$ cat src/rtl/assert_macros.svh
// Assertion macros used by the timer queue top level.
`ifndef ASSERT_MACROS_SVH
`define ASSERT_MACROS_SVH
// Implication checked on every clock edge outside reset.
`define ASSERT_IMPL(label, clk, rstn, pre, post) \
    label: assert property (@(posedge clk) disable iff (!rstn) (pre) |-> (post)) \
        else $error("assertion failed");
// Next-cycle implication checked outside reset.
`define ASSERT_NEXT(label, clk, rstn, pre, post) \
    label: assert property (@(posedge clk) disable iff (!rstn) (pre) |=> (post)) \
        else $error("assertion failed");
`endif

$ cat src/rtl/sstq_pkg.sv
// Package with types and constants of the sorted timer queue.
package sstq_pkg;
    localparam int NUM_CHANNELS = 8;
    localparam int CH_W = 3;
    localparam int TIME_W = 63;
    localparam logic [TIME_W-1:0] TIME_MAX = {TIME_W{1'b1}};

    localparam logic [2:0] CMD_TICK = 3'd0;
    localparam logic [2:0] CMD_ONCE = 3'd1;
    localparam logic [2:0] CMD_PERIODIC = 3'd2;
    localparam logic [2:0] CMD_RESTART = 3'd3;
    localparam logic [2:0] CMD_STOP = 3'd4;
    localparam logic [2:0] CMD_QUERY = 3'd5;

    localparam logic [1:0] ST_OK = 2'd0;
    localparam logic [1:0] ST_INVALID_ARG = 2'd1;
    localparam logic [1:0] ST_INVALID_STATE = 2'd2;
    localparam logic [1:0] ST_NOT_SUPPORTED = 2'd3;

    typedef struct packed {
        logic valid;
        logic [CH_W-1:0] ch;
        logic [TIME_W-1:0] expiry;
    } slot_t;

    typedef enum logic [2:0] {
        S_IDLE, S_DROP, S_INSERT, S_SCAN, S_FIRE, S_OUT
    } state_t;

    function automatic logic [TIME_W-1:0] sat_add(input logic [TIME_W-1:0] a,
                                                  input logic [TIME_W-1:0] b);
        logic [TIME_W:0] s;
        s = {1'b0, a} + {1'b0, b};
        return s[TIME_W] ? TIME_MAX : s[TIME_W-1:0];
    endfunction
endpackage

$ cat src/rtl/sstq_cell.sv
// One slot of the sorted list; shifts toward the head on drop, inserts in place.
module sstq_cell (
    input  logic              aclk,
    input  logic              aresetn,
    input  logic              drop_en,
    input  logic [sstq_pkg::CH_W-1:0] drop_ch,
    input  logic              drop_prev,
    output logic              drop_out,
    input  logic              ins_en,
    input  sstq_pkg::slot_t   ins_slot,
    input  logic              ins_prev,
    output logic              ins_out,
    input  sstq_pkg::slot_t   left_slot,
    input  sstq_pkg::slot_t   right_slot,
    output sstq_pkg::slot_t   slot
);
    sstq_pkg::slot_t slot_reg, slot_next;
    logic match, later;

    assign slot = slot_reg;
    assign match = slot_reg.valid && slot_reg.ch == drop_ch;
    assign drop_out = drop_prev || match;
    assign later = !slot_reg.valid || slot_reg.expiry > ins_slot.expiry;
    assign ins_out = ins_prev || later;

    always_comb begin
        slot_next = slot_reg;
        if (drop_en && drop_out) begin
            slot_next = right_slot;
        end else if (ins_en && ins_out) begin
            slot_next = ins_prev ? left_slot : ins_slot;
        end
    end

    always_ff @(posedge aclk) begin
        if (!aresetn) begin
            slot_reg.valid <= 1'b0;
        end else begin
            slot_reg.valid <= slot_next.valid;
        end
        slot_reg.ch <= slot_next.ch;
        slot_reg.expiry <= slot_next.expiry;
    end
endmodule

$ cat config.mk
export PLATFORM = sky130hd
export DESIGN_NAME = sstq_cell
export DESIGN_NICKNAME = d
export VERILOG_FILES = /design/src/rtl/assert_macros.svh /design/src/rtl/sstq_pkg.sv /design/src/rtl/sstq_cell.sv
export SDC_FILE = /design/constraint.sdc
export NUM_CORES = 1
export LEC_CHECK = 0
export BUFFER_PORTS_ARGS = -buffer_cell sky130_fd_sc_hd__clkbuf_2
export CORE_AREA = 2 2 108 110
export CTS_CLUSTER_SIZE = 16
export DETAILED_ROUTE_END_ITERATION = 6
export DIE_AREA = 0 0 110 112
export GPL_TIMING_DRIVEN = 1
export PLACE_DENSITY = 0.85
export RECOVER_POWER = 100
export SLEW_MARGIN = 20
export SYNTH_ARGS = -nofsm -noshare
export SYNTH_HDL_FRONTEND = slang
export SYNTH_SLANG_ARGS = --single-unit
$ cat constraint.sdc
create_clock -name aclk -period 6.2 [get_ports aclk]
set_input_delay 0.31 -clock aclk [delete_from_list [all_inputs] [get_ports aclk]]
set_output_delay 0.31 -clock aclk [all_outputs]
set_load 0.02 [all_outputs]
==> flow_summary.toml <==
[flow_run]
maxCapViolCount = 1

[synth]
ys_types = 42
syn-num-nets = 801
yosys.area.top_type = "edfxtp_1"
ys_seq_area_share_pct = 39.5
synth_warnings = 0
syn_area_per_cell_um2 = 9.60
async_flop_share_pct = 0
netlist_instances = 528
yosys.area.top_type_share_pct = 39.1
netlist_area_mm2 = 0.00507
synth_ff_type = "edfxtp_1"
synth_area_leaders = "edfxtp_1 39%, ha_1 16%, mux2i_1 13%"
ys_seq_elements = 67
synth_edf_count = 66
synth_most_common_cell = "a21oi_1"
synth_common_cells = "91 x a21oi_1, 71 x nor2_1, 68 x mux2i_1, 67 x inv_1, 66 x edfxtp_1"

[setup_path]
cp_max_fo = 69
critPathBufInv = 2
cp-end-kind = "flip-flop"
critical_path.max_stage_delay_ns = 1.14
cp_top_family = "simple AND/OR/NAND/NOR gates"
critPathArrivalTime_ns = 3.97
criticalPathCategory = "flip-flop to flip-flop"
startpoint_type = "flip-flop"
worstPathRequired_ns = 6.13
cp_cell_sequence = "xnor2_1 > a41oi_1 > inv_1 > nand2_1 > o311ai_4 > clkbuf_1"
slowest_stage = "nand2_1"

[clock_tree]
cts_tree = "done"
path_clk_slew_ns = 0.05
cts_buffers = 9
cts_max_level = 3
post_cts_buffers = 0
cts_root_buffer = "clkbuf_16"
cts_max_path_buffers = 2
clock_sinks = 67
cts_resized = 0
clock_latency_ns = 0.32
ctsHoldBuffers = 0

[cells_and_area]
antenna_cells = 0
nNetsFinal = 1073
synthToLayoutAreaGrowth_pct = 33.7
largest_reg_flops = 67
final_cells = 948
drive_above_1_share_pct = 29.1
fill_cells = 1034

[global_route]
grt_max_degree = 70
grt_use_met2_pct = 41.7
met1_usage_pct = 25.2
busiest_layer = "met2"
grt-ovfl-total = 0
grt_use_total_pct = 22.4
met3_usage_pct = 4.63
antenna_found_initial = 0
grt_pass1_vias = 4766
grt_pass1_wl_mm = 21.5

[sta]
rsz0062_at_grt = "no"
tightest_slew_ns = 2.11
setup_tns_ns = 0
finalCriticalPeriod_ns = 4.05
setup_viol = 0
clock_skew_ns = 0.00991
slew_headroom_pct = -40.7
final.period_utilization_pct = 65.3
fmax_ghz = 0.247
slew_viol_final = 70
hold_violations = 0

[drt]
wl_per_cell_um = 14.8
totalWireLength_mm = 14.0
viasPerCell = 5.08
num_vias = 4820
postRouteAntennaNets = 0
first_pass_iters = 6
drc = 0
drtIter0Drc = 149

[die]
top_level_ports = 279
row_count = 39
dieHeight_um = 112
die_w_um = 110
start_util_pct = 45.4
die-area_mm2 = 0.0123
core_mm2 = 0.0112

[power_and_ir_drop]
p_per_area_mw_per_mm2 = 234
leakage_nw = 3.45
ir_worst_vdd_mv = 0.113

[run_status]
status = "finished with violations"
violations = "capacitance limit, slew limit"

[placed_design]
io_buffers = 278
gp_congestion = 0.836
place_hpwl_mm = 11.6
dp_cells = 932

[worst_hold_path]
hold_class = "input port to flip-flop"
-- area by class of cell --
cell class                 count  area (um^2)  share of cell area (%)
timing repair buffer         283         1340                    19.7
inverter                      67          251                    3.71
sequential                    67         2000                    29.5
clock buffer                  14          264                    3.90
multi-input combinational    372         2740                    40.4
clock inverter                 2         10.0                   0.148
tap                          143          179                    2.64
-- where the power goes --
part / switching, W / internal (W) / total [W]
clock network: 0.000176 / 0.000292 / 0.000468
registers: 0.0000358 / 0.000586 / 0.000622
logic: 0.000308 / 0.000191 / 0.000499
total: 0.000520 / 0.00107 / 0.00159
-- path summary, 6_finish.rpt --
path / start / end / slack, ns / depth (start not counted)
setup reg to reg: slot[64] / slot[47] / 2.15 / 6
hold reg to reg: slot[66] / slot[66] / 0.54 / 2
hold / removal: aresetn / slot[66] / 0.25 / 3
setup / recovery: slot[64] / slot[47] / 2.15 / 6
-- metrics by stage --
| stage | cell area [um^2] | hold slack (ns) | power [W] | utilization, % | setup WS, ns |
|---|---|---|---|---|---|
| floorplan | 5070 | 0.458 | 0.000944 | - | 1.08 |
| global placement | 6610 | 0.534 | 0.00113 | 59.1 | 2.53 |
| detailed placement | 6620 | 0.539 | 0.00115 | 59.2 | 2.99 |
| CTS | 6890 | 0.246 | 0.00162 | 61.7 | 3.00 |
| global route | 6780 | 0.276 | 0.00168 | 60.7 | 1.64 |
| finish | 6780 | 0.249 | 0.00159 | 60.7 | 2.15 |
-- per-layer routing --
metal | vias to the layer above | share of wire, % | routed length [um]
met5 | - | 0 | 0
li1 | 2434 | - | -
met1 | 2185 | 40 | 5580
met2 | 181 | 52 | 7240
met4 | 0 | 1.4 | 202
met3 | 20 | 6.9 | 963
-- layout by cell type (no fill, tap or decap), types with 3 or more instances in the layout --
cell         n
clkbuf_2   209
a21oi_1     91
clkbuf_1    74
nor2_1      71
mux2i_1     68
inv_1       67
edfxtp_1    66
ha_1        63
nand2_1     18
nand4_1      9
o21ai_0      9
clkbuf_16    9
nand3_1      4
a221oi_1     3
nand2b_1     3
xnor2_1      3
buf_4        3
-- cells by family (layout without fill, tap and decap cells) --
family / Yosys count / in the layout / synth area share (%)
AO/OA/AOI/OAI: 121 / 121 / 13.5
flip-flops: 67 / 67 / 39.5
buffers and inverters: 89 / 366 / 6.61
XOR/XNOR: 3 / 3 / 0.518
adder cells (fa/ha/maj): 63 / 63 / 15.5
multiplexers: 68 / 68 / 13.4
AND/OR/NAND/NOR: 117 / 117 / 10.9
-- tightest hold or removal path, stage by stage --
cell and delay (ns):
clkbuf_2 0.09, nand2_1 0.06, mux2i_1 0.06
(Power assumes the default switching activity.)
